==> config.mk <==
export PLATFORM = sky130hd
export DESIGN_NAME = bsc_cfg_regs_flat
export DESIGN_NICKNAME = d
export VERILOG_FILES = /design/src/rtl/core/bsc_pkg.sv /design/src/rtl/core/bsc_cfg_if.sv /design/src/rtl/core/bsc_cfg_regs.sv /design/src/flat_wrapper.sv
export SDC_FILE = /design/constraint.sdc
export NUM_CORES = 1
export LEC_CHECK = 0
export BUFFER_PORTS_ARGS = -buffer_cell sky130_fd_sc_hd__buf_4
export CORE_ASPECT_RATIO = 0.6
export CORE_MARGIN = 2
export CORE_UTILIZATION = 37
export DETAILED_ROUTE_END_ITERATION = 10
export HOLD_SLACK_MARGIN = 0.02
export PLACE_DENSITY = 0.57
export SLEW_MARGIN = 20
export SYNTH_ARGS = -nofsm -noshare
export SYNTH_HDL_FRONTEND = slang
export SYNTH_SLANG_ARGS = --single-unit
==> constraint.sdc <==
create_clock -name clk -period 0.97 [get_ports clk]
set_input_delay 0.194 -clock clk [delete_from_list [all_inputs] [get_ports clk]]
set_output_delay 0.194 -clock clk [all_outputs]
set_load 0.005 [all_outputs]
==> src/rtl/core/bsc_pkg.sv <==
// bsc_pkg: shared types, widths and constants of the barometric compensation unit
// no dependencies; imported by every rtl module
`default_nettype none

package bsc_pkg;

    // configuration register indexes
    typedef enum logic [2:0] {
        REG_OVERSAMPLING = 3'd0,
        REG_CAL_AC1_AC2  = 3'd1,
        REG_CAL_AC3_AC4  = 3'd2,
        REG_CAL_AC5_AC6  = 3'd3,
        REG_CAL_B1_B2    = 3'd4,
        REG_CAL_MC_MD    = 3'd5
    } bsc_reg_idx_t;

    // result status codes
    localparam logic [1:0] ST_OK       = 2'd0;
    localparam logic [1:0] ST_DIV_ZERO = 2'd1;
    localparam logic [1:0] ST_CLAMP    = 2'd2;

    // reset values of the calibration words
    localparam logic [31:0] RST_AC1_AC2 = 32'd4290249112;
    localparam logic [31:0] RST_AC3_AC4 = 32'd2145765329;
    localparam logic [31:0] RST_AC5_AC6 = 32'd1517387765;
    localparam logic [31:0] RST_B1_B2   = 32'd268334;
    localparam logic [31:0] RST_MC_MD   = 32'd188014073;

    // compensation constants
    localparam int          C_B6_OFFSET  = 4000;
    localparam int          C_B7_SCALE   = 50000;
    localparam logic [19:0] C_PMAX       = 20'hFFFFF;
    localparam logic [26:0] C_P_LIMIT    = 27'd16777216;

    // temperature divider: |mc*2048| over |x1+md|
    localparam int TQ_W = 27;
    localparam int TD_W = 20;
    localparam int TR_W = TQ_W + TD_W;

    // pressure divider: b7 (or 2*b7) over b4
    localparam int PQ_W = 26;
    localparam int PD_W = 40;
    localparam int PN_W = 63;
    localparam int PR_W = PQ_W + PD_W;

    typedef struct packed {
        logic [1:0]  oss;
        logic [31:0] ac1_ac2;
        logic [31:0] ac3_ac4;
        logic [31:0] ac5_ac6;
        logic [31:0] b1_b2;
        logic [31:0] mc_md;
    } bsc_cfg_t;

    // data riding along the temperature divider
    typedef struct packed {
        logic signed [19:0] x1;
        logic [23:0]        up;
        logic               zero;
        logic               neg;
    } bsc_tside_t;

    // data riding along the pressure divider
    typedef struct packed {
        logic signed [15:0] t;
        logic               doubled;
        logic               neg;
        logic               big;
        logic               err;
    } bsc_pside_t;

endpackage

`default_nettype wire

==> src/rtl/core/bsc_cfg_if.sv <==
// bsc_cfg_if: configuration write channel, valid/ready with register index and data
// depends on nothing
`default_nettype none

interface bsc_cfg_if;
    logic        valid;
    logic        ready;
    logic [2:0]  index;
    logic [31:0] data;

    modport source (output valid, output index, output data, input ready);
    modport sink   (input valid, input index, input data, output ready);
endinterface

`default_nettype wire

==> src/rtl/core/bsc_cfg_regs.sv <==
// bsc_cfg_regs: oversampling and calibration register file
// depends on bsc_pkg and bsc_cfg_if
`default_nettype none

module bsc_cfg_regs
    import bsc_pkg::*;
(
    input  wire logic  clk,
    input  wire logic  rst_n,
    bsc_cfg_if.sink    cfg,
    output bsc_cfg_t   cfg_q
);

    bsc_cfg_t cfg_reg;

    assign cfg.ready = 1'b1;
    assign cfg_q     = cfg_reg;

    always_ff @(posedge clk or negedge rst_n)
    begin
        if (!rst_n)
        begin
            cfg_reg.oss     <= 2'd0;
            cfg_reg.ac1_ac2 <= RST_AC1_AC2;
            cfg_reg.ac3_ac4 <= RST_AC3_AC4;
            cfg_reg.ac5_ac6 <= RST_AC5_AC6;
            cfg_reg.b1_b2   <= RST_B1_B2;
            cfg_reg.mc_md   <= RST_MC_MD;
        end
        else if (cfg.valid)
        begin
            unique case (bsc_reg_idx_t'(cfg.index))
                REG_OVERSAMPLING: cfg_reg.oss     <= cfg.data[1:0];
                REG_CAL_AC1_AC2:  cfg_reg.ac1_ac2 <= cfg.data;
                REG_CAL_AC3_AC4:  cfg_reg.ac3_ac4 <= cfg.data;
                REG_CAL_AC5_AC6:  cfg_reg.ac5_ac6 <= cfg.data;
                REG_CAL_B1_B2:    cfg_reg.b1_b2   <= cfg.data;
                REG_CAL_MC_MD:    cfg_reg.mc_md   <= cfg.data;
                default:          ;
            endcase
        end
    end

endmodule

`default_nettype wire

==> src/flat_wrapper.sv <==
// flat-port wrapper written by rule: the top's interface ports become plain ports
module bsc_cfg_regs_flat import bsc_pkg::*;
  (clk, rst_n, cfg_q, cfg_valid, cfg_index, cfg_data, cfg_ready);
  bsc_cfg_if cfg_i ();
  input  wire logic clk;
  input  wire logic rst_n;
  output bsc_cfg_t cfg_q;
  input wire logic [$bits(cfg_i.valid)-1:0] cfg_valid;
  input wire logic [$bits(cfg_i.index)-1:0] cfg_index;
  input wire logic [$bits(cfg_i.data)-1:0] cfg_data;
  output wire logic [$bits(cfg_i.ready)-1:0] cfg_ready;
  assign cfg_i.valid = cfg_valid;
  assign cfg_i.index = cfg_index;
  assign cfg_i.data = cfg_data;
  assign cfg_ready = cfg_i.ready;
  bsc_cfg_regs u_core (.clk(clk), .rst_n(rst_n), .cfg(cfg_i), .cfg_q(cfg_q));
endmodule
# Word level (Yosys, flattened, before mapping)
# Cells that the tools add are included.
# totals
register_bits,162
latch_bits,0
ramBits,0
rom_bits,0
inputBits,38
output_inout_bits,163
elab_cells,18
memories,0
# classes
n_addsub,0
mul,0
div,0
n_lt_le_gt_ge,0
eq_ne,5
shifts,0
muxes,0
n_bitwise,0
reduce_logical,7
# op_table
operator,n
$reduce_and 2->1,6
$eq 3x2->1 const B,2
$eq 3x3->1 const B,2
$eq 3x1->1 const B,1
$logic_not 3->1,1

# Depth between registers and ports, before layout
# logic_depth
ltp_word,2
mapped_depth,4
mapped_depth_nobuf,2

# Worst setup path before layout
# OpenSTA, ideal clock, no wires.
# synth_path
kind,input to register
from,input port cfg_index[1]
to,register u_core.cfg_reg (netlist bit u_core.cfg_q[36])
setup_ns,0.127
arrival_time_ns,1.070
required_time_ns,0.843
setup_slack_ns,-0.227
stages,4
path_buffers,2
cell_sequence,nor4bb_1 > buf_4 > buf_8 > mux2_1
# synth_between
elab_chain_cells,2
# synth_lines
element,line_no,source
start: declaration,flat_wrapper.sv:9,input wire logic [$bits(cfg_i.index)-1:0] cfg_index;
$eq 3x3->1,bsc_cfg_regs.sv:32,unique case (bsc_reg_idx_t'(cfg.index))
$reduce_and 2->1 (no source line),n/a,
end: declaration,bsc_cfg_regs.sv:14,bsc_cfg_t cfg_reg;
# No other way between the ends.
# A chain may end at the register's enable or synchronous reset.

# Worst setup path after layout
# layout_path
from,register u_core.cfg_reg (netlist bit u_core.cfg_q[131])
to,output port cfg_q[131] (netlist name)
# layout_rtl
element,line_no,source
end: declaration,flat_wrapper.sv:7,output bsc_cfg_t cfg_q;
# No word-level cell between the ends.

==> results.yml <==
logic_synthesis:
  yosysUniqueCellTypes: 15
  synth-seq-cells: 162
  post_synth.cell_area_avg_um2: 17.8
  yosysSeqAreaShare_pct: 66.7
  yosysWarnings: 0
  synth_area_mm2: 0.00624
  synthCells: 350
  syn-num-nets: 388
pwr:
  total_power_w: 0.0238
  max-vdd-ir-drop_mv: 1.10
  p_leak_nw: 4.65
  cellPowerDensity_mw_per_mm2: 2350
setup_path:
  r2r_cells: 3
  crit_fanout: 2
  reg2reg_from: "u_core.cfg_q[130]"
  r2r_slack_ns: -0.05
  startpoint_type: "flop"
  crit_path_end_kind: "output pin"
  cp_slowest_cell: "dfstp_2"
  crit_buf_inv: 1
  crit_arrival_ns: 1.07
  timing.rr.end: "u_core.cfg_q[130]"
  required_ns: 0.78
  max_stage_delay_ns: 0.55
  path_cells: "buf_6"
  crit_type: "reg2out"
  crit_family: "flip-flops"
global_route:
  overflow: 0
  gr-usage-all-layers_pct: 18.9
  grt_max_degree: 41
  antenna_found_initial: 0
  grt_pass1_wl_mm: 25.6
  first_global_vias: 4393
timing:
  setup-violations-final: 171
  finalCritPeriodShare_pct: 130
  fin_crit_ns: 1.26
  slew_violations: 0
  fin_ws_ns: -0.291
  fmax_ghz: 0.793
  hold_violations: 0
  fin_worst_skew_ns: 0
  grt_setup_unrepaired: "yes"
final_layout:
  area_delta_synth_final_pct: 62.7
  largest_reg_flops: 162
  diodes: 0
  nFillCells: 1243
  fin_nets: 661
  fin_util_pct: 62.0
  drive_gt1_share_pct: 83.5
worst_hold_path:
  hold_path_depth: 2
  hold_path_startpoint: "cfg_data[2]"
  min_to: "u_core.cfg_q[34]"
  min_path_type: "in2reg"
floorplanning:
  die_w_um: 172
  initial_core_util_pct: 38.1
  dieHeight_um: 105
  core_mm2: 0.0164
  io_pins: 201
  row_count: 36
  dieArea_mm2: 0.0179
detailed_routing:
  vias: 4010
  drc: 0
  wire_per_inst_um: 19.5
  drt-pass1-iter-count: 4
  wl_mm: 16.8
  vias_per_cell: 4.64
  first_iter_violations: 130
  ant_nets: 0
cts:
  cts_tree: "yes"
  cts_sinks: 162
  cts_buffers: 17
  cts_root_buf: "clkbuf_16"
  ctsHtreeMaxLevel: 4
  cts.reportedPaths.clkPinSlew_ns: 0.07
  cts_buffer_depth: 2
  clock_latency_ns: 0.41
status:
  violations: "negative setup slack"
  status: "finished with violations"
place:
  io_buffers: 199
  dpl.hpwl_mm: 10.8
  pre_cts_slack_ns: -0.468
  gp_congestion: 0.706
job:
  maxCapViolations: 0
-- layout make-up --
class | count | area (um^2) | area share (%)
clock buffers | 18 | 439 | 4.33
clock inverters | 14 | 194 | 1.91
multi-input cells | 169 | 2200 | 21.7
flip-flops and latches | 162 | 4160 | 41.0
well taps | 228 | 285 | 2.81
repair buffers | 273 | 2870 | 28.3
-- layout by cell type, fill, tap and decap left out, drive strengths merged --
cell,count
inv,6
clkinv,3
bufinv,3
buf,268
dfstp,83
clkbuf,20
dlygate4sd3,3
dfrtp,79
nor4bb,1
nand4b,2
clkinvlp,2
nor4b,1
conb,1
and4bb,2
mux2,162
-- timing repair --
| item | 4_1_cts | 5_1_grt |
|---|---|---|
| endpoints found under the hold margin | 91 | 0 |
| hold buffers | 3 | 0 |
| setup buffers | 34 | 16 |
| cloned | 1 | 2 |
| pin swaps | 0 | 1 |
| resized for setup | 167 | 6 |
| setup endpoints to repair | 178 | 187 |
-- kinds of logic after synthesis --
kind of cell	Yosys count	synth area share [%]
muxes	162	29.5
DFF	162	66.7
buffers and inverters	19	2.79
and+or+nand+nor	6	0.983
other	1	0.0601
-- metal layers --
layer  up-vias  wire length, um  track usage [%]
met3        12             1430             8.30
met4         0              131             4.72
li1       1781                -                -
met5         -                0                0
met1      2080             7630             25.0
met2       137             7660             28.5
-- metrics by stage --
step	hold slack (ns)	instances	cell area, um^2	TNS [ns]
2_1_floorplan	-0.102	350	6570	-22.72
3_3_place_gp	0.0614	776	8400	-61.10
3_5_place_dp	0.0605	776	8400	-62.66
4_1_cts	0.0200	846	9980	-39.52
5_1_grt	0.0224	864	10100	-42.25
6_report	0.0303	864	10100	-35.56
-- how the worst max path moves through the flow --
stage	startpoint	end	slack, ns	cells after the start
CTS	u_core.cfg_q[106]	cfg_q[106]	-0.31	1
global placement	cfg_index[0]	u_core.cfg_q[63]	-0.45	4
finish	u_core.cfg_q[131]	cfg_q[131]	-0.29	1
detailed placement	cfg_index[2]	u_core.cfg_q[62]	-0.47	4
floorplan	cfg_index[0]	u_core.cfg_q[45]	-0.23	4
global route	u_core.cfg_q[106]	cfg_q[106]	-0.33	1
-- cells in the mapped netlist, drive strengths merged --
cell type / count / share of area [%]
buf: 19 / 2.8
conb: 1 / 0.060
nand4b: 2 / 0.28
dfstp: 83 / 35
nor4b: 1 / 0.14
dfrtp: 79 / 32
nor4bb: 1 / 0.16
mux2: 162 / 29
and4bb: 2 / 0.40
-- report_power, final --
part | internal, W | total [W] | switching [W]
logic | 0.00481 | 0.00668 | 0.00186
registers | 0.00883 | 0.00995 | 0.00112
clock network | 0.00422 | 0.00720 | 0.00298
Note: power is estimated with default switching activity, not from simulation.
