==> config.mk <==
export PLATFORM = sky130hd
export DESIGN_NAME = bsc_div_t
export DESIGN_NICKNAME = d
export VERILOG_FILES = /design/src/rtl/core/bsc_pkg.sv /design/src/rtl/core/bsc_div_t.sv
export SDC_FILE = /design/constraint.sdc
export NUM_CORES = 2
export LEC_CHECK = 0
export BUFFER_PORTS_ARGS = -buffer_cell sky130_fd_sc_hd__buf_2
export CORE_MARGIN = 2
export CORE_UTILIZATION = 30
export CTS_CLUSTER_DIAMETER = 40
export DETAILED_ROUTE_END_ITERATION = 16
export GPL_TIMING_DRIVEN = 0
export PLACE_DENSITY_LB_ADDON = 0.05
export SETUP_SLACK_MARGIN = 0.3
export SLEW_MARGIN = 20
export SYNTH_ARGS = -nofsm -noshare
export SYNTH_HDL_FRONTEND = slang
export SYNTH_SLANG_ARGS = --single-unit
==> constraint.sdc <==
create_clock -name clk -period 3.65 [get_ports clk]
set_input_delay 0.73 -clock clk [delete_from_list [all_inputs] [get_ports clk]]
set_output_delay 0.73 -clock clk [all_outputs]
set_load 0.01 [all_outputs]
==> src/rtl/core/bsc_pkg.sv <==
// bsc_pkg: shared types, widths and constants of the barometric compensation unit
// no dependencies; imported by every rtl module
`default_nettype none

package bsc_pkg;

    // configuration register indexes
    typedef enum logic [2:0] {
        REG_OVERSAMPLING = 3'd0,
        REG_CAL_AC1_AC2  = 3'd1,
        REG_CAL_AC3_AC4  = 3'd2,
        REG_CAL_AC5_AC6  = 3'd3,
        REG_CAL_B1_B2    = 3'd4,
        REG_CAL_MC_MD    = 3'd5
    } bsc_reg_idx_t;

    // result status codes
    localparam logic [1:0] ST_OK       = 2'd0;
    localparam logic [1:0] ST_DIV_ZERO = 2'd1;
    localparam logic [1:0] ST_CLAMP    = 2'd2;

    // reset values of the calibration words
    localparam logic [31:0] RST_AC1_AC2 = 32'd4290249112;
    localparam logic [31:0] RST_AC3_AC4 = 32'd2145765329;
    localparam logic [31:0] RST_AC5_AC6 = 32'd1517387765;
    localparam logic [31:0] RST_B1_B2   = 32'd268334;
    localparam logic [31:0] RST_MC_MD   = 32'd188014073;

    // compensation constants
    localparam int          C_B6_OFFSET  = 4000;
    localparam int          C_B7_SCALE   = 50000;
    localparam logic [19:0] C_PMAX       = 20'hFFFFF;
    localparam logic [26:0] C_P_LIMIT    = 27'd16777216;

    // temperature divider: |mc*2048| over |x1+md|
    localparam int TQ_W = 27;
    localparam int TD_W = 20;
    localparam int TR_W = TQ_W + TD_W;

    // pressure divider: b7 (or 2*b7) over b4
    localparam int PQ_W = 26;
    localparam int PD_W = 40;
    localparam int PN_W = 63;
    localparam int PR_W = PQ_W + PD_W;

    typedef struct packed {
        logic [1:0]  oss;
        logic [31:0] ac1_ac2;
        logic [31:0] ac3_ac4;
        logic [31:0] ac5_ac6;
        logic [31:0] b1_b2;
        logic [31:0] mc_md;
    } bsc_cfg_t;

    // data riding along the temperature divider
    typedef struct packed {
        logic signed [19:0] x1;
        logic [23:0]        up;
        logic               zero;
        logic               neg;
    } bsc_tside_t;

    // data riding along the pressure divider
    typedef struct packed {
        logic signed [15:0] t;
        logic               doubled;
        logic               neg;
        logic               big;
        logic               err;
    } bsc_pside_t;

endpackage

`default_nettype wire

==> src/rtl/core/bsc_div_t.sv <==
// bsc_div_t: pipelined restoring divider for the temperature term, one quotient bit per stage
// depends on bsc_pkg
`default_nettype none

module bsc_div_t
    import bsc_pkg::*;
(
    input  wire logic              clk,
    input  wire logic              rst_n,
    input  wire logic              en,
    input  wire logic              in_valid,
    input  wire logic [TQ_W-1:0]   num,
    input  wire logic [TD_W-1:0]   den,
    input  wire bsc_tside_t        side_in,
    output logic                   out_valid,
    output logic [TQ_W-1:0]        quot,
    output bsc_tside_t             side_out
);

    logic [TQ_W-1:0] valid_reg;
    logic [TR_W-1:0] rem_reg  [TQ_W];
    logic [TD_W-1:0] den_reg  [TQ_W];
    logic [TQ_W-1:0] quot_reg [TQ_W];
    bsc_tside_t      side_reg [TQ_W];

    for (genvar i = 0; i < TQ_W; i++)
    begin : g_stage
        logic [TR_W-1:0] rem_in;
        logic [TR_W-1:0] dsh;
        logic [TR_W-1:0] rem_next;
        logic [TD_W-1:0] den_in;
        logic [TQ_W-1:0] quot_in;
        logic [TQ_W-1:0] quot_next;
        bsc_tside_t      side_s;
        logic            valid_in;

        if (i == 0)
        begin : g_first
            assign rem_in   = TR_W'(num);
            assign den_in   = den;
            assign quot_in  = '0;
            assign side_s   = side_in;
            assign valid_in = in_valid;
        end
        else
        begin : g_rest
            assign rem_in   = rem_reg[i-1];
            assign den_in   = den_reg[i-1];
            assign quot_in  = quot_reg[i-1];
            assign side_s   = side_reg[i-1];
            assign valid_in = valid_reg[i-1];
        end

        // trial subtract of the divisor aligned to this quotient bit
        assign dsh = TR_W'(den_in) << (TQ_W - 1 - i);

        always_comb
        begin
            rem_next  = rem_in;
            quot_next = quot_in;
            if (rem_in >= dsh)
            begin
                rem_next                 = rem_in - dsh;
                quot_next[TQ_W - 1 - i]  = 1'b1;
            end
        end

        always_ff @(posedge clk or negedge rst_n)
        begin
            if (!rst_n)
            begin
                valid_reg[i] <= 1'b0;
            end
            else if (en)
            begin
                valid_reg[i] <= valid_in;
            end
        end

        always_ff @(posedge clk)
        begin
            if (en)
            begin
                rem_reg[i]  <= rem_next;
                den_reg[i]  <= den_in;
                quot_reg[i] <= quot_next;
                side_reg[i] <= side_s;
            end
        end
    end

    assign out_valid = valid_reg[TQ_W-1];
    assign quot      = quot_reg[TQ_W-1];
    assign side_out  = side_reg[TQ_W-1];

endmodule

`default_nettype wire

* Word level (Yosys, flattened, before mapping)
Memory sizes are Yosys's and may differ from the RTL's. Cells that the tools add are included.
Storage, ports and cells: flip-flop bits (word level) 27, memory bits (writable) 3780, word-level logic and storage cells 141, memories 4
Operators by class: add/sub/neg operators 27, $lt $le $gt $ge 27, mux-type cells 56
Memory list:
- rem_reg | words 27, bits a word 47, rd ports 26, clocked after memory_dff 0, write ports 27, RTL line bsc_div_t.sv:21 | logic [TR_W-1:0] rem_reg [TQ_W];
- side_reg | words 27, bits a word 46, rd ports 27, clocked after memory_dff 0, write ports 27, RTL line bsc_div_t.sv:24 | bsc_tside_t side_reg [TQ_W];
- quot_reg | words 27, bits a word 27, rd ports 27, clocked after memory_dff 0, write ports 27, RTL line bsc_div_t.sv:23 | logic [TQ_W-1:0] quot_reg [TQ_W];
- den_reg | words 27, bits a word 20, rd ports 26, clocked after memory_dff 0, write ports 27, RTL line bsc_div_t.sv:22 | logic [TD_W-1:0] den_reg [TQ_W];
Operator list (count):
- 47-bit two-way mux | 27
- 47-bit by 20-bit >= comparator with 1-bit output | 1
- 47-bit by 21-bit >= comparator with 1-bit output | 1
- 47-bit by 22-bit >= comparator with 1-bit output | 1
- 47-bit by 23-bit >= comparator with 1-bit output | 1
- 47-bit by 24-bit >= comparator with 1-bit output | 1
- 47-bit by 25-bit >= comparator with 1-bit output | 1
- 47-bit by 26-bit >= comparator with 1-bit output | 1
- 47-bit by 27-bit >= comparator with 1-bit output | 1
- 47-bit by 28-bit >= comparator with 1-bit output | 1
- 47-bit by 29-bit >= comparator with 1-bit output | 1
- 47-bit by 30-bit >= comparator with 1-bit output | 1
- 47-bit by 31-bit >= comparator with 1-bit output | 1
- 47-bit by 32-bit >= comparator with 1-bit output | 1
- 47-bit by 33-bit >= comparator with 1-bit output | 1
- 47-bit by 34-bit >= comparator with 1-bit output | 1
- 47-bit by 35-bit >= comparator with 1-bit output | 1
- 47-bit by 36-bit >= comparator with 1-bit output | 1
- 47-bit by 37-bit >= comparator with 1-bit output | 1
- 47-bit by 38-bit >= comparator with 1-bit output | 1
- 47-bit by 39-bit >= comparator with 1-bit output | 1
- 47-bit by 40-bit >= comparator with 1-bit output | 1
- 47-bit by 41-bit >= comparator with 1-bit output | 1
- 47-bit by 42-bit >= comparator with 1-bit output | 1
- 32 further kinds | 60

* Longest topological paths before layout
An unclocked memory read counts as a cell.
word-level depth 3, depth in mapped cells 15, depth with buffers taken out 14

* Worst setup path before layout
Ideal clock, no wire load.
path type register to register, start memory rem_reg[1][285] (netlist bit), end memory rem_reg[1][371] (netlist bit) (data pin), setup time 271 ps, arrival 3368 ps, slack 11 ps, stages on the path, launching flop included 16, period minus slack after synthesis 3639 ps, cells stage by stage edfxtp_1 > inv_1 > ha_1 > inv_1 > fa_1 > a211o_1 > a2111oi_0 > o21a_1 > o31ai_1 > a41oi_1 > nor2b_1 > clkbuf_1 > inv_2 > nand3_1 > nor4_1 > xor2_1
RTL lines (RTL line):
- start: declaration | bsc_div_t.sv:21

==> metrics.yaml <==
final_layout:
  multi_input_area_sq_mm: 0.0415
  largest_reg_flops: 1242
  num-fill-cells: 43800
  seq_area_sq_mm: 0.102
  nets: 11500
  fin_cells: 17600
  syn_to_final_growth_pct: 27.7
  drive_gt1_share_pct: 20.5
pwr:
  power.density_mw_per_mm2: 781
  total_power_w: 0.142
  p_leak_nw: 66.0
  irDropWorstVdd_mv: 0.454
clock_tree:
  clk_pin_slew_worst_paths_ns: 0.05
  cts-buffers-inserted: 612
  htreeDepth: 6
  clk_path_buf_depth: 4
  clkSinkCount: 3389
  clockRootBuffer: "clkbuf_16"
  cts_tree: "built"
  clk_latency_ns: 1.02
worst_hold_path:
  min-delay-start: "en"
  min_path_type: "input pin to flip-flop"
  min_to: "side_reg[0][11]"
  min_delay_path_depth: 1
place:
  port_buffers: 170
  dp_hpwl_mm: 241
  post-place-cells: 16100
  gp_congestion: 0.880
die:
  initial_core_util_pct: 30.1
  die_area_sq_mm: 0.479
  core_sq_mm: 0.471
  die_y_um: 692
  die_width_um: 692
  io_pins: 171
  rows: 252
logic_synthesis:
  synth_top_area_share_pct: 71.1
  ys_seq_area_share_pct: 71.6
  synthCells: 9712
  async_reset_ff_share_pct: 0.797
  synth_area_per_cell_sq_um: 14.6
  yosys.area.top_type: "edfxtp_1"
  synth_common_cells: "3362 x edfxtp_1, 689 x inv_1, 688 x nand2_1"
  synth_flop_cell: "edfxtp_1"
  synth_area_leaders: "edfxtp_1 71%, ha_1 4.6%, xor2_1 2.2%"
  synth.most_common_cell: "edfxtp_1"
  synth-seq-cells: 3389
  yosysUniqueCellTypes: 85
  netlist_area_sq_mm: 0.142
  yosys_warnings: 0
  synth-edff-count: 3362
  synthesis.nets: 10400
worst_setup_path:
  crit_chain: "ha_4 > fa_2 > nand2b_4 > a21oi_4 > o41ai_4 > o31ai_4 > a311o_1 > nor2_4 > or4_4 > buf_8 > or3_4 > xnor2_1"
  worst-path-buf-inv: 1
  rr_startpoint: "den_reg[1][160]"
  cp.arrival_ns: 4.36
  start_kind: "flip-flop"
  reg2reg_to: "rem_reg[1][468]"
  slowest_stage: "or4_4"
  critPathCaptureType: "flip-flop"
  ff2ff_path_depth: 12
  critical_path_class: "flip-flop to flip-flop"
  cpPeakStageDelay_ns: 0.44
  critPathTopFamily: "simple AND/OR/NAND/NOR gates"
  required_ns: 4.41
  cp_max_fo: 8
  regToRegSetupSlack_ns: 0.05
timing:
  min_period_ns: 3.60
  slew_headroom_pct: 27.2
  drv_slew: 0
  setup_viol: 0
  worst_pin_slew_ns: 1.08
  hold_violations: 0
  rsz0062_at_grt: "true"
  fin_crit_sh_pct: 98.7
  finClkSkew_ns: 0.0467
  hold_slack_ns: 0.151
  fmax_mhz: 278
  setup_tns_ns: 0
grt:
  overflow: 0
  grt_first_pass_wirelength_mm: 525
  grt_pass1_vias: 84800
  grt_util_all_layers_pct: 14.2
  grt_max_degree: 141
  antenna_found_initial: 14
drt:
  finalWirelength_mm: 352
  drtPass1Iterations: 5
  drc: 0
  vias: 82900
  antenna_left: 0
  drtIter0Drc: 6009
  via_per_inst: 4.70
  wl_per_cell_um: 19.9
status:
  status: "complete, no violations"
job:
  maxCapViolations: 0
-- worst reg2reg max path, stage by stage (launching register included) --
cell      delay (ns)
edfxtp_1        0.42
ha_4            0.19
fa_2            0.40
nand2b_4        0.17
a21oi_4         0.21
o41ai_4         0.12
o31ai_4         0.30
a311o_1         0.33
nor2_4          0.09
or4_4           0.44
buf_8           0.16
or3_4           0.37
xnor2_1         0.13
-- layer usage --
metal	track usage (%)	wire [um]
met1	18.7	157000
met2	23.0	164000
met3	2.62	17300
met4	5.73	13900
met5	0	0
-- power breakdown --
group          total [W]  switching [W]  internal, W
logic             0.0300         0.0174       0.0127
clock network     0.0578         0.0203       0.0376
registers         0.0539        0.00396       0.0499
total              0.142         0.0416        0.100
-- kinds of logic (layout without fill, tap and decap cells) --
| group | Yosys count | after routing | synth area share (%) |
|---|---|---|---|
| compound gates | 1798 | 1799 | 7.86 |
| xor+xnor | 706 | 706 | 4.35 |
| fa+ha+maj | 547 | 547 | 4.95 |
| buf+inv | 846 | 2549 | 2.25 |
| flops | 3389 | 3389 | 71.6 |
| mux | 117 | 117 | 0.919 |
| other cells | 0 | 6 | 0 |
| simple gates | 2309 | 2309 | 8.11 |
-- metrics by stage --
step / setup slack (ns) / cell area, sq um / utilization (%)
final: 0.0481 / 181000 / 38.5
after global routing: -0.0762 / 181000 / 38.5
after CTS: 0.0124 / 178000 / 37.7
after detailed placement: -1.96 / 152000 / 32.1
after global placement: -54.96 / 151000 / 32.0
after floorplan: 0.154 / 142000 / -
-- placed cells by master (no fill, tap or decap), drive strengths merged, types with 27 or more instances in the layout --
cell type	netlist	layout
or3	82	82
or2	28	28
or4	63	63
buf	18	500
o21ai	560	560
inv	691	754
nand2b	111	111
a21o	208	208
o31ai	62	62
a31oi	65	65
edfxtp	3362	3362
nor2b	76	76
xnor2	349	349
bufinv	0	85
o211ai	36	36
o21bai	53	53
nand4	90	90
nand2	688	688
o21a	75	75
a21oi	468	469
mux2	107	107
ha	522	522
xor2	357	357
nand3	137	137
clkinvlp	0	77
a211oi	55	55
nor3	209	209
dlygate4sd3	0	95
nand3b	28	28
nor4	171	171
clkinv	1	215
nor2	467	467
and3	39	39
clkbuf	136	813
dfrtp	27	27
-- cell type report --
cell class / count / share of cell area [%]
plain buffers: 154 / 0.724
clock inverters: 439 / 2.96
multi-input cells: 5478 / 22.9
inverters: 692 / 1.45
well taps: 6223 / 4.29
repair buffers: 574 / 2.93
clock buffers: 690 / 8.73
diodes: 6 / 0.00828
flip-flops and latches: 3389 / 56.0
-- repair_timing --
item / CTS / global route
gates cloned: 18 / 5
gates resized for setup: 600 / 641
endpoints found under the setup margin: 1992 / 1129
endpoints found under the hold margin: 121 / 0
pin swaps: 88 / 184
hold buffers: 95 / 0
setup buffers: 106 / 150
-- worst max path at each step --
stage,start,endpoint,slack (ns),cells after the start
after floorplan,rem_reg[1][402],rem_reg[1][468],0.15,10
after global placement,en,side_reg[1][496],-54.96,1
after detailed placement,en,quot_reg[3][26],-1.96,8
after CTS,rem_reg[1][400],rem_reg[1][468],0.01,10
after global routing,rem_reg[1][10],rem_reg[1][89],-0.08,12
final,den_reg[1][160],rem_reg[1][468],0.05,12
(Power assumes the default switching activity.)
